## src/sv/tld_pkg.sv

```systemverilog
// Shared types and telnet constants for the telnet line discipline.
`default_nettype none
package tld_pkg;

  localparam int LEN_W  = 5;
  localparam int STEP_W = 6;

  localparam logic [7:0] TN_IAC  = 8'd255;
  localparam logic [7:0] TN_WILL = 8'd251;
  localparam logic [7:0] TN_WONT = 8'd252;
  localparam logic [7:0] TN_DO   = 8'd253;
  localparam logic [7:0] TN_DONT = 8'd254;
  localparam logic [7:0] TN_SB   = 8'd250;
  localparam logic [7:0] TN_SE   = 8'd240;

  localparam logic [7:0] CHAR_BS    = 8'd8;
  localparam logic [7:0] CHAR_LF    = 8'd10;
  localparam logic [7:0] CHAR_CR    = 8'd13;
  localparam logic [7:0] CHAR_SPACE = 8'd32;
  localparam logic [7:0] CHAR_DEL   = 8'd127;

  localparam logic [1:0] CH_ECHO = 2'd0;
  localparam logic [1:0] CH_LINE = 2'd1;
  localparam logic [1:0] CH_END  = 2'd2;

  typedef enum logic [1:0] {
    CMD_CHAR,
    CMD_ERASE,
    CMD_LINE
  } cmd_kind_e;

  typedef struct packed {
    cmd_kind_e        kind;
    logic [7:0]       data;
    logic [LEN_W-1:0] len;
    logic             echo;
  } cmd_t;

endpackage
`default_nettype wire

```

## src/sv/tld_front.sv

```systemverilog
// Receive front end: telnet command parsing and line length tracking.
`default_nettype none
module tld_front #(
  parameter int DEPTH = 31
) (
  input  wire logic         clk_i,
  input  wire logic         rst_ni,
  input  wire logic         in_valid_i,
  output logic              in_ready_o,
  input  wire logic [7:0]   rx_byte_i,
  input  wire logic         cfg_valid_i,
  input  wire logic         cfg_echo_off_i,
  input  wire logic         q_full_i,
  output logic              push_o,
  output tld_pkg::cmd_t     push_cmd_o
);

  typedef enum logic [1:0] {
    MODE_DATA,
    MODE_CMD,
    MODE_OPT,
    MODE_SUB
  } mode_e;

  mode_e                        mode_q, mode_d;
  logic                         prev_iac_q, prev_iac_d;
  logic                         after_cr_q, after_cr_d;
  logic [tld_pkg::LEN_W-1:0]    len_q, len_d;
  logic                         echo_off_q;
  logic                         accept;
  logic [7:0]                   b;

  assign in_ready_o = !q_full_i;
  assign accept     = in_valid_i && in_ready_o;
  assign b          = rx_byte_i;

  always_comb begin
    mode_d     = mode_q;
    prev_iac_d = prev_iac_q;
    after_cr_d = after_cr_q;
    len_d      = len_q;
    push_o     = 1'b0;
    push_cmd_o = '{kind: tld_pkg::CMD_CHAR, data: b, len: len_q, echo: !echo_off_q};
    if (accept) begin
      unique case (mode_q)
        MODE_SUB: begin
          if (prev_iac_q && b == tld_pkg::TN_SE) begin
            mode_d     = MODE_DATA;
            prev_iac_d = 1'b0;
          end else begin
            prev_iac_d = (b == tld_pkg::TN_IAC);
          end
        end
        MODE_CMD: begin
          after_cr_d = 1'b0;
          if (b == tld_pkg::TN_WILL || b == tld_pkg::TN_WONT ||
              b == tld_pkg::TN_DO || b == tld_pkg::TN_DONT) begin
            mode_d = MODE_OPT;
          end else if (b == tld_pkg::TN_SB) begin
            mode_d     = MODE_SUB;
            prev_iac_d = 1'b0;
          end else begin
            mode_d = MODE_DATA;
          end
        end
        MODE_OPT: begin
          after_cr_d = 1'b0;
          mode_d     = MODE_DATA;
        end
        MODE_DATA: begin
          after_cr_d = 1'b0;
          priority if (after_cr_q && b == tld_pkg::CHAR_LF) begin
            after_cr_d = 1'b0;
          end else if (b == tld_pkg::TN_IAC) begin
            mode_d = MODE_CMD;
          end else if (b == tld_pkg::CHAR_CR || b == tld_pkg::CHAR_LF) begin
            after_cr_d      = (b == tld_pkg::CHAR_CR);
            push_o          = 1'b1;
            push_cmd_o.kind = tld_pkg::CMD_LINE;
            len_d           = '0;
          end else if (b == tld_pkg::CHAR_BS || b == tld_pkg::CHAR_DEL) begin
            if (len_q != '0) begin
              len_d           = len_q - tld_pkg::LEN_W'(1);
              push_o          = !echo_off_q;
              push_cmd_o.kind = tld_pkg::CMD_ERASE;
            end
          end else if (b >= tld_pkg::CHAR_SPACE) begin
            if (len_q < tld_pkg::LEN_W'(DEPTH)) begin
              len_d  = len_q + tld_pkg::LEN_W'(1);
              push_o = 1'b1;
            end
          end else begin
            // Other control bytes are dropped.
            after_cr_d = 1'b0;
          end
        end
        default: mode_d = MODE_DATA;
      endcase
    end
  end

  always_ff @(posedge clk_i or negedge rst_ni) begin
    if (!rst_ni) begin
      mode_q     <= MODE_DATA;
      prev_iac_q <= 1'b0;
      after_cr_q <= 1'b0;
      len_q      <= '0;
      echo_off_q <= 1'b0;
    end else begin
      mode_q     <= mode_d;
      prev_iac_q <= prev_iac_d;
      after_cr_q <= after_cr_d;
      len_q      <= len_d;
      if (cfg_valid_i) begin
        echo_off_q <= cfg_echo_off_i;
      end
    end
  end

  a_len_in_range: assert property (@(posedge clk_i) disable iff (!rst_ni)
    len_q <= tld_pkg::LEN_W'(DEPTH))
    else $error("line length beyond store depth");

endmodule
`default_nettype wire

```

## src/sv/tld_queue.sv

```systemverilog
// Two-entry command queue between the front end and the output sequencer.
`default_nettype none
module tld_queue (
  input  wire logic           clk_i,
  input  wire logic           rst_ni,
  input  wire logic           push_i,
  input  wire tld_pkg::cmd_t  push_cmd_i,
  output logic                full_o,
  input  wire logic           pop_i,
  output logic                empty_o,
  output tld_pkg::cmd_t       head_o
);

  tld_pkg::cmd_t  entry_q [2];
  logic           wr_ptr_q, rd_ptr_q;
  logic [1:0]     count_q;

  assign full_o  = (count_q == 2'd2);
  assign empty_o = (count_q == 2'd0);
  assign head_o  = entry_q[rd_ptr_q];

  always_ff @(posedge clk_i) begin
    if (push_i) begin
      entry_q[wr_ptr_q] <= push_cmd_i;
    end
  end

  always_ff @(posedge clk_i or negedge rst_ni) begin
    if (!rst_ni) begin
      wr_ptr_q <= 1'b0;
      rd_ptr_q <= 1'b0;
      count_q  <= 2'd0;
    end else begin
      if (push_i) begin
        wr_ptr_q <= !wr_ptr_q;
      end
      if (pop_i) begin
        rd_ptr_q <= !rd_ptr_q;
      end
      count_q <= count_q + {1'b0, push_i} - {1'b0, pop_i};
    end
  end

  a_no_push_full: assert property (@(posedge clk_i) disable iff (!rst_ni)
    full_o |-> !push_i)
    else $error("command pushed into a full queue");

  a_no_pop_empty: assert property (@(posedge clk_i) disable iff (!rst_ni)
    empty_o |-> !pop_i)
    else $error("command popped from an empty queue");

endmodule
`default_nettype wire

```

## src/sv/tld_back.sv

```systemverilog
// Output sequencer: line store, echo and line flush result generation.
`default_nettype none
module tld_back #(
  parameter int DEPTH = 31
) (
  input  wire logic           clk_i,
  input  wire logic           rst_ni,
  input  wire logic           q_empty_i,
  input  wire tld_pkg::cmd_t  q_head_i,
  output logic                pop_o,
  output logic                out_valid_o,
  input  wire logic           out_ready_i,
  output logic [1:0]          channel_o,
  output logic [7:0]          out_byte_o,
  output logic                last_o
);

  localparam int IDX_W = (DEPTH > 1) ? $clog2(DEPTH) : 1;

  typedef enum logic {
    ST_IDLE,
    ST_RUN
  } state_e;

  state_e                      state_q;
  tld_pkg::cmd_t               cmd_q;
  logic [tld_pkg::STEP_W-1:0]  step_q;
  logic [tld_pkg::STEP_W-1:0]  end_step;
  logic [tld_pkg::LEN_W-1:0]   rd_cnt_q, rd_cnt_d;
  logic [IDX_W-1:0]            rd_addr;
  logic [7:0]                  store_q [DEPTH];
  logic [7:0]                  rd_data_q;
  logic                        emit;
  logic [1:0]                  ch_n;
  logic [7:0]                  byte_n;
  logic                        last_n;
  logic                        out_valid_q;
  logic [1:0]                  channel_q;
  logic [7:0]                  out_byte_q;
  logic                        last_q;

  assign pop_o    = (state_q == ST_IDLE) && !q_empty_i;
  assign emit     = (state_q == ST_RUN) && (!out_valid_q || out_ready_i);
  assign end_step = {1'b0, cmd_q.len} + tld_pkg::STEP_W'(2);

  always_comb begin
    ch_n     = tld_pkg::CH_ECHO;
    byte_n   = cmd_q.data;
    last_n   = 1'b1;
    rd_cnt_d = rd_cnt_q;
    unique case (cmd_q.kind)
      tld_pkg::CMD_CHAR: begin
        last_n = 1'b1;
      end
      tld_pkg::CMD_ERASE: begin
        byte_n = (step_q == tld_pkg::STEP_W'(1)) ? tld_pkg::CHAR_SPACE : tld_pkg::CHAR_BS;
        last_n = (step_q == tld_pkg::STEP_W'(2));
      end
      tld_pkg::CMD_LINE: begin
        last_n = (step_q == end_step);
        if (step_q == tld_pkg::STEP_W'(0)) begin
          byte_n = tld_pkg::CHAR_CR;
        end else if (step_q == tld_pkg::STEP_W'(1)) begin
          byte_n = tld_pkg::CHAR_LF;
        end else if (last_n) begin
          ch_n   = tld_pkg::CH_END;
          byte_n = 8'd0;
        end else begin
          ch_n   = tld_pkg::CH_LINE;
          byte_n = rd_data_q;
          if (emit) begin
            rd_cnt_d = rd_cnt_q + tld_pkg::LEN_W'(1);
          end
        end
      end
      default: begin
        last_n = 1'b1;
      end
    endcase
    if (pop_o) begin
      rd_cnt_d = '0;
    end
  end

  assign rd_addr = (rd_cnt_d < tld_pkg::LEN_W'(DEPTH)) ? rd_cnt_d[IDX_W-1:0] : '0;

  always_ff @(posedge clk_i) begin
    if (pop_o && q_head_i.kind == tld_pkg::CMD_CHAR) begin
      store_q[q_head_i.len[IDX_W-1:0]] <= q_head_i.data;
    end
    rd_data_q <= store_q[rd_addr];
  end

  always_ff @(posedge clk_i) begin
    if (pop_o) begin
      cmd_q <= q_head_i;
    end
    if (emit) begin
      channel_q  <= ch_n;
      out_byte_q <= byte_n;
      last_q     <= last_n;
    end
  end

  always_ff @(posedge clk_i or negedge rst_ni) begin
    if (!rst_ni) begin
      state_q     <= ST_IDLE;
      step_q      <= '0;
      rd_cnt_q    <= '0;
      out_valid_q <= 1'b0;
    end else begin
      rd_cnt_q <= rd_cnt_d;
      if (emit) begin
        out_valid_q <= 1'b1;
      end else if (out_ready_i) begin
        out_valid_q <= 1'b0;
      end
      unique case (state_q)
        ST_IDLE: begin
          step_q <= '0;
          if (pop_o && (q_head_i.kind != tld_pkg::CMD_CHAR || q_head_i.echo)) begin
            state_q <= ST_RUN;
          end
        end
        ST_RUN: begin
          if (emit) begin
            step_q <= step_q + tld_pkg::STEP_W'(1);
            if (last_n) begin
              state_q <= ST_IDLE;
            end
          end
        end
        default: state_q <= ST_IDLE;
      endcase
    end
  end

  assign out_valid_o = out_valid_q;
  assign channel_o   = channel_q;
  assign out_byte_o  = out_byte_q;
  assign last_o      = last_q;

  a_store_index: assert property (@(posedge clk_i) disable iff (!rst_ni)
    (pop_o && q_head_i.kind == tld_pkg::CMD_CHAR) |-> q_head_i.len < tld_pkg::LEN_W'(DEPTH))
    else $error("character written beyond the line store");

  a_step_bound: assert property (@(posedge clk_i) disable iff (!rst_ni)
    (state_q == ST_RUN && cmd_q.kind == tld_pkg::CMD_LINE) |-> step_q <= end_step)
    else $error("line flush ran past its end marker");

endmodule
`default_nettype wire

```

## src/sv/telnet_line_discipline_core.sv

```systemverilog
// Top level of the telnet receive line discipline.
//
//   Channel   Direction  Handshake                  Payload
//   input     in         in_valid_i / in_ready_o    rx_byte_i
//   result    out        out_valid_o / out_ready_i  channel_o, out_byte_o, last_o
//   config    in         cfg_valid_i / cfg_ready_o  cfg_echo_off_i
//
// A byte is taken by the front end; one that causes results has its command picked up
// from the queue by the output sequencer, which then produces its results one after
// another.
// The sequencer emits at most one result per cycle through its output register.
// Input stalls only when the two-entry command queue is full; output stalls hold the
// sequencer. Reset clears the parse state and the line length; the line store is not
// cleared, since only written entries are ever read.
`default_nettype none
module telnet_line_discipline_core #(
  parameter int LINE_MAX = 32
) (
  input  wire logic        clk_i,
  input  wire logic        rst_ni,
  input  wire logic        in_valid_i,
  output logic             in_ready_o,
  input  wire logic [7:0]  rx_byte_i,
  output logic             out_valid_o,
  input  wire logic        out_ready_i,
  output logic [1:0]       channel_o,
  output logic [7:0]       out_byte_o,
  output logic             last_o,
  input  wire logic        cfg_valid_i,
  output logic             cfg_ready_o,
  input  wire logic        cfg_echo_off_i
);

  localparam int STORE_DEPTH = (LINE_MAX - 1 < 31) ? LINE_MAX - 1 : 31;

  logic           q_full, q_empty, push, pop;
  tld_pkg::cmd_t  push_cmd, head_cmd;

  assign cfg_ready_o = 1'b1;

  tld_front #(
    .DEPTH(STORE_DEPTH)
  ) u_front (
    .clk_i         (clk_i),
    .rst_ni        (rst_ni),
    .in_valid_i    (in_valid_i),
    .in_ready_o    (in_ready_o),
    .rx_byte_i     (rx_byte_i),
    .cfg_valid_i   (cfg_valid_i),
    .cfg_echo_off_i(cfg_echo_off_i),
    .q_full_i      (q_full),
    .push_o        (push),
    .push_cmd_o    (push_cmd)
  );

  tld_queue u_queue (
    .clk_i     (clk_i),
    .rst_ni    (rst_ni),
    .push_i    (push),
    .push_cmd_i(push_cmd),
    .full_o    (q_full),
    .pop_i     (pop),
    .empty_o   (q_empty),
    .head_o    (head_cmd)
  );

  tld_back #(
    .DEPTH(STORE_DEPTH)
  ) u_back (
    .clk_i      (clk_i),
    .rst_ni     (rst_ni),
    .q_empty_i  (q_empty),
    .q_head_i   (head_cmd),
    .pop_o      (pop),
    .out_valid_o(out_valid_o),
    .out_ready_i(out_ready_i),
    .channel_o  (channel_o),
    .out_byte_o (out_byte_o),
    .last_o     (last_o)
  );

endmodule
`default_nettype wire

```

## config.mk

```make
export PLATFORM = sky130hd
export DESIGN_NAME = telnet_line_discipline_core
export DESIGN_NICKNAME = d
export VERILOG_FILES = /design/src/sv/tld_pkg.sv /design/src/sv/tld_front.sv /design/src/sv/tld_queue.sv /design/src/sv/tld_back.sv /design/src/sv/telnet_line_discipline_core.sv
export SDC_FILE = /design/constraint.sdc
export NUM_CORES = 1
export LEC_CHECK = 0
export BUFFER_PORTS_ARGS = -buffer_cell sky130_fd_sc_hd__clkbuf_2
export CORE_MARGIN = 4
export CORE_UTILIZATION = 45
export CTS_CLUSTER_SIZE = 25
export DETAILED_ROUTE_END_ITERATION = 16
export GPL_TIMING_DRIVEN = 0
export PLACE_DENSITY = 0.64
export SLEW_MARGIN = 20
export SYNTH_ARGS = -nofsm -noshare
export SYNTH_HDL_FRONTEND = slang
export SYNTH_SLANG_ARGS = --single-unit
```

## constraint.sdc

```tcl
create_clock -name clk_i -period 6 [get_ports clk_i]
set_input_delay 0.9 -clock clk_i [delete_from_list [all_inputs] [get_ports clk_i]]
set_output_delay 0.9 -clock clk_i [all_outputs]
set_load 0.03 [all_outputs]
```

* Word-level counts from Yosys, hierarchy flattened
Memories as Yosys holds them, arrays and structs flattened. A register that Yosys moved wholly into a read port is not among the register bits.
Index checks and enable logic that the tools add are counted.
** Storage, ports and cells
- Bits of input ports :: 14
- Word-level logic and storage cells :: 159
- Register bits :: 53
- Output and inout bits :: 14
- RAM bits :: 280
- Memories kept :: 2
** Cells by class
- $lt $le $gt $ge :: 3
- Reductions and logical operators :: 37
- Equality and inequality tests :: 27
- Muxes and demuxes :: 61
- Bitwise logic cells :: 4
- Add/sub/neg operators :: 7
** Memories
- u_back.store_q :: depth 31, bits a word 8, read ports 1, clocked after memory_dff 1, wr ports 1, line tld_back.sv:31 : logic [7:0] store_q [DEPTH];
- u_queue.entry_q :: depth 2, bits a word 16, read ports 1, clocked after memory_dff 0, wr ports 1, line tld_queue.sv:14 : tld_pkg::cmd_t entry_q [2];
** Operator list (count)
- two-way mux 5 bit :: 12
- == test 8 bit (second input constant) :: 7
- two-way mux 1 bit :: 25
- == test 8 x 4 -> 1 bit (second input constant) :: 3
- two-way mux 2 bit :: 12
- two-way mux 8 bit :: 3
- case mux 8 bit (2 select lines) :: 1
- two-way mux 6 bit :: 2
- case mux 6 bit (2 select lines) :: 1
- adder 5 x 1 -> 5 bit (second input constant) :: 2
- < comparator 5 bit (second input constant) :: 2
- == test 2 bit (second input constant) :: 4
- == test 8 x 7 -> 1 bit (second input constant) :: 1
- greater-or-equal comparator 8 x 6 -> 1 bit (second input constant) :: 1
- case mux 1 bit (2 select lines) :: 4
- case mux 2 bit (4 select lines) :: 1
- AND reduction 4 bit :: 2
- nonzero test 2 bit :: 4
- logical AND 1 bit :: 7
- logical OR 1 bit :: 7
- AND reduction 7 bit :: 1
- adder 5 x 2 -> 6 bit (second input constant) :: 1
- adder 6 x 1 -> 6 bit (second input constant) :: 1
- == test 6 x 1 -> 1 bit (second input constant) :: 1
- other kinds (18) :: 34

* Logic depth before layout (Yosys ltp)
- Depth after elaboration :: 11
- Mapped depth :: 15
- Mapped depth without buffers :: 13

* Hierarchy
Synthesis repeated with hierarchy kept, for this count alone.
** Second synthesis, totals
- Cells, all modules :: 979
- Area total of the unflattened synthesis :: 14435.1 um^2
** Modules (own cells, without submodules)
- tld_back :: cells an instance 811, area an instance 12154.2 um^2, sequential area each 8713.4 um^2, times used 1
- tld_queue :: cells an instance 65, area an instance 1402.6 um^2, sequential area each 1061.0 um^2, times used 1
- tld_front :: cells an instance 101, area an instance 867.1 um^2, sequential area each 250.2 um^2, times used 1
- telnet_line_discipline_core :: cells an instance 2, area an instance 11.3 um^2, sequential area each 0.0 um^2, times used 1

* Worst setup path after synthesis
No wires, ideal clock.
- Path kind :: input to register
- From :: in rx_byte_i[6]
- To :: mem u_queue.entry_q[0][0] (netlist bit), enable pin
- Data arrival time :: 3.337 ns
- Setup time :: 0.390 ns
- Path slack :: 2.272 ns
- Buffers on the path :: 0
- Stages :: 7
- Data required time :: 5.610 ns
- Cells stage by stage :: or4_1 -> nor4_1 -> o21ai_1 -> o21ai_0 -> o21ai_1 -> a21oi_1 -> nor2b_1
** Between the ends
- Cells in the longest elaborated chain, start to end :: 10
- Elaborated cells between the ends (all ways) :: 18
- Those cells by class :: order compare: 1; eq/ne: 5; mux: 9; reduce/logical: 3
** Ends and longest elaborated chain
- start: declaration :: line telnet_line_discipline_core.sv:23 : input wire logic [7:0] rx_byte_i,
- greater-or-equal comparator 8 x 6 -> 1 bit, or another cell as far along :: line tld_front.sv:87 : end else if (b >= tld_pkg::CHAR_SPACE) begin
- two-way mux 1 bit / logical OR 1 bit (equally long branches) :: line tld_front.sv:87, tld_front.sv:81
- two-way mux 1 bit :: line tld_front.sv:81 : end else if (b == tld_pkg::CHAR_BS || b == tld_pkg::CHAR_DEL) begin
- two-way mux 1 bit :: line tld_front.sv:76 : end else if (b == tld_pkg::CHAR_CR || b == tld_pkg::CHAR_LF) begin
- two-way mux 1 bit :: line tld_front.sv:74 : end else if (b == tld_pkg::TN_IAC) begin
- two-way mux 1 bit (*) :: line tld_front.sv:72 : priority if (after_cr_q && b == tld_pkg::CHAR_LF) begin
- two-way mux 1 bit (*) :: line tld_front.sv:45 : unique case (mode_q)
- two-way mux 1 bit (*) :: line tld_front.sv:44 : if (accept) begin
- via push :: line telnet_line_discipline_core.sv:36 : logic q_full, q_empty, push, pop;
- two-way mux 1 bit (*) :: line tld_queue.sv:23 : if (push_i) begin
- two-way mux 1 bit (not written as such) (*) :: line tld_queue.sv:24 : entry_q[wr_ptr_q] <= push_cmd_i;
- end: declaration :: line tld_queue.sv:14
The timed path passes the listed nets; every way through them passes the cells marked *.

* Worst setup path after layout
- From :: reg u_back.cmd_q[2] (netlist bit)
- To :: reg u_back.rd_data_q[0], read port of u_back.store_q
** Between the ends
- Cells in the longest elaborated chain, start to end :: 9
** Ends and longest elaborated chain
- start: declaration :: line tld_back.sv:26 : tld_pkg::cmd_t cmd_q;
- start signal: assignment :: line tld_back.sv:96 : cmd_q <= q_head_i;
- adder 5 x 2 -> 6 bit (*) :: line tld_back.sv:44 : assign end_step = {1'b0, cmd_q.len} + tld_pkg::STEP_W'(2);
- == test 6 bit (*) :: line tld_back.sv:60 : last_n = (step_q == end_step);
- two-way mux 5 bit (*) :: line tld_back.sv:65 : end else if (last_n) begin
- two-way mux 5 bit (*) :: line tld_back.sv:63 : end else if (step_q == tld_pkg::STEP_W'(1)) begin
- two-way mux 5 bit (*) :: line tld_back.sv:61 : if (step_q == tld_pkg::STEP_W'(0)) begin
- two-way mux 5 bit (*) :: line tld_back.sv:51 : unique case (cmd_q.kind)
- two-way mux 5 bit (*) :: line tld_back.sv:80 : if (pop_o) begin
- < comparator 5 bit :: line tld_back.sv:85 : assign rd_addr = (rd_cnt_d < tld_pkg::LEN_W'(DEPTH)) ? rd_cnt_d[IDX_W-1:0] : '0;
- two-way mux 5 bit (*) :: line tld_back.sv:85
- end: declaration :: line tld_back.sv:32 : logic [7:0] rd_data_q;
Every way passes the cells marked *; elsewhere a longest branch is shown, timed or not.
A chain may end at the register's enable or synchronous reset.

==> run_results.csv <==
group,metric,value,unit
clock_network,cts_root_buf,"clkbuf_16",
routing,final_antenna_net_count,0,
timing,worst_slew_pin_slew,967.8,ps
timing,setup_viol,0,
finish,fill_cells,2580,
critical_path,worstPathArrival,4800,ps
logic_synthesis,postSynthAreaPerCell,14.58,µm²
clock_network,post_cts_buffers,0,
power_and_ir_drop,power.total,7.199,mW
timing,rsz0062_at_grt,"false",
clock_network,clkLatencyLatePin,500,ps
routing,avgRoutedWirePerCell,22.07,µm
logic_synthesis,ys_async_sr_fraction,0.07918,
logic_synthesis,synth_edf_count,306,
routing,dr.pass1.iters,7,
worst_hold_path,hp-class,"in2async",
floorplanning,die_w,184.8,µm
finish,area_delta_synth_final,12.56,%
logic_synthesis,synthesis.nets,993,
global_route,grt_max_degree,33,
timing,finalCritPeriodShare,0.7339,
clock_network,ctsResizeCount,0,
logic_synthesis,netlist_instances,965,
routing,wirelength,31.97,mm
finish,antenna_cells,0,
routing,vias,8436,
global_route,antenna_found_initial,0,
placement,hpwl,21.25,mm
power_and_ir_drop,pwr_density_cell,454.7,mW/mm²
critical_path,crit_path_end,"u_back.rd_data_q[0]$_DFF_P_",
placement,dp_worst_setup_slack,1358,ps
timing,fin_crit,4404,ps
critical_path,cp_max_fo,10,
logic_synthesis,yosys_warnings,0,
logic_synthesis,syn_area,0.01407,mm²
global_route,grt.total_usage,0.1882,
timing,whs,444.2,ps
global_route,grt_pass1_vias,8388,
floorplanning,rows,64,
critical_path,r2r_slack,1600,ps
clock_network,cts_sinks,341,
floorplanning,die_area,0.03415,mm²
timing,clock_skew,10.84,ps
clock_network,cts_tree,"yes",
timing,fmax,0.2271,GHz
logic_synthesis,synthDistinctLibCells,76,
floorplanning,pin_count,28,
finish,drive_above_1_share,0.1462,
floorplanning,initial_utilization,0.4575,
timing,slew_viol_final,0,
placement,port_buffers,26,
clock_network,cts_buffer_depth,3,
clock_network,htree_levels,2,
critical_path,worst_setup_path_start_kind,"flip-flop",
logic_synthesis,synth_seq_cells,341,
finish,fin_nets,1058,
global_route,grt_pass1_wl,49.20,mm
critical_path,critPathKind,"reg2reg",
clock_network,clkSlewWorstSetupHoldPaths,60,ps
clock_network,numCtsBuffers,37,
routing,viasPerCell,5.822,
floorplanning,core-area,0.03075,mm²
critical_path,end_kind,"flip-flop",
clock_network,cts_hold_buf,0,
flow_run,drv_cap,0,
critical_path,r2r_start,"u_back.cmd_q[2]$_DFFE_PP_",
logic_synthesis,synth_ff_type,"edfxtp_1",
routing,drc,0,
timing,relSlewSlack,0.3524,
floorplanning,die_height,184.8,µm
placement,place.gp.congestion,0.9657,
routing,drt_first_iter_violations,840,
power_and_ir_drop,vdd_drop_max,0.3267,mV
outcome,outcome,"finished clean",
finish,regArea,0.01002,mm²
timing,hold_viol,0,
timing,finalWorstSetupSlack,1596,ps
global_route,overflow,0,
critical_path,reg2reg_depth,15,
critical_path,worstReg2RegEnd,"u_back.rd_data_q[0]$_DFF_P_",
critical_path,worstPathRequired,6400,ps
power_and_ir_drop,p_leak,5.445,nW
timing,setup_tns,0,ps
logic_synthesis,ys_seq_area_frac,0.7126,
finish,multi_input_area,0.003717,mm²
critical_path,startpoint,"u_back.cmd_q[2]$_DFFE_PP_",
-- cell usage after synthesis, types with 8 or more instances --
cell type | n | area [µm²]
nand2_1 | 63 | 236.5
mux2i_1 | 23 | 230.2
buf_2 | 16 | 80.08
o21ai_1 | 14 | 70.07
xnor2_1 | 13 | 113.9
ha_1 | 13 | 162.7
clkbuf_1 | 13 | 48.80
edfxtp_1 | 306 | 9189
nor2_1 | 92 | 345.3
dfxtp_1 | 8 | 160.2
and2_1 | 12 | 75.07
nor4_1 | 16 | 100.1
o221ai_1 | 23 | 201.4
nor3_1 | 13 | 65.06
nand3_1 | 24 | 120.1
mux2_2 | 33 | 371.6
o31ai_1 | 12 | 90.09
dfrtp_1 | 27 | 675.7
o22ai_1 | 39 | 244.0
o21ai_0 | 31 | 155.2
a21oi_1 | 17 | 85.08
inv_1 | 28 | 105.1
-- sequential cells by signal, indices dropped and copies added, names as in the netlist, 5 cells and up --
register / flops
u_back.rd_data_q: 8
u_front.len_q: 5
u_back.out_byte_o: 8
u_queue.entry_q: 32
u_back.store_q: 248
u_back.rd_cnt_q: 5
u_back.cmd_q: 15
u_back.step_q: 6
-- cell usage in the layout (no fill, tap or decap), drive strengths merged, types with 17 or more instances in the layout --
master	synthesis	final
a21oi	17	17
buf	26	26
clkbuf	13	86
dfrtp	27	27
edfxtp	306	306
inv	29	29
mux2	34	34
mux2i	23	23
nand2	63	63
nand3	24	24
nor2	94	94
o21ai	46	46
o221ai	23	23
o22ai	39	39
-- cells by family after synthesis --
logic type      after synthesis  synth area share
compound gates              204            0.1076
xor+xnor                     18           0.01121
fa+ha+maj                    14           0.01299
buf+inv                      69           0.02330
flops                       341            0.7126
mux                          57           0.04385
other cells                   1         0.0002666
simple gates                261           0.08814
-- cell type report --
cell class	count	share of cell area
Clock buffer	47	0.06085
Timing Repair Buffer	26	0.008218
Tap cell	396	0.03129
Clock inverter	15	0.01106
Buffer	39	0.01359
Inverter	30	0.007112
Sequential cell	341	0.6331
Multi-Input combinational cell	555	0.2348
-- per-stage QoR --
| step | instances | util | area, µm² |
|---|---|---|---|
| 2_1_floorplan | 965 | - | 14070 |
| 3_3_place_gp | 1387 | 0.4778 | 14690 |
| 3_5_place_dp | 1387 | 0.4779 | 14700 |
| 4_1_cts | 1449 | 0.5149 | 15830 |
| 5_1_grt | 1449 | 0.5149 | 15830 |
| 6_report | 1449 | 0.5149 | 15830 |
-- worst min path at each step --
stage	cells after the start	end	slack [ps]	start
6_report	1	u_front.mode_q[0]$_DFFE_PN0P_	440	rst_ni
2_1_floorplan	2	u_front.prev_iac_q$_DFFE_PN0P_	440	u_front.prev_iac_q$_DFFE_PN0P_
4_1_cts	1	u_front.mode_q[0]$_DFFE_PN0P_	470	rst_ni
3_5_place_dp	2	u_front.prev_iac_q$_DFFE_PN0P_	460	u_front.prev_iac_q$_DFFE_PN0P_
5_1_grt	1	u_front.mode_q[0]$_DFFE_PN0P_	490	rst_ni
3_3_place_gp	2	u_front.prev_iac_q$_DFFE_PN0P_	460	u_front.prev_iac_q$_DFFE_PN0P_
-- critical path: stages (launching register included) --
cell      delay, ps
edfxtp_1        430
ha_1            290
o21ba_4         230
a221oi_2        330
o211a_4         230
buf_2           220
nor3_1          100
nor2_1          300
inv_2           150
buf_2           240
nand2_1         160
clkbuf_1        500
o22ai_1         150
nor4_1          440
o221ai_1        300
o21ai_1         230
-- report_power, final --
group	internal (mW)	total, mW	leakage, nW	switching (mW)
Clock	1.30	2.16	0.544	0.858
Combinational	0.526	1.82	1.71	1.29
Sequential	3.10	3.22	3.20	0.120
-- per-layer routing --
layer,track usage,up-vias,part of all wire
li1,-,3882,-
met1,0.2577,4200,0.42
met2,0.3065,275,0.48
met3,0.03339,77,0.066
met4,0.06312,2,0.030
met5,0.01143,-,0.0015
(Power assumes the default switching activity.)
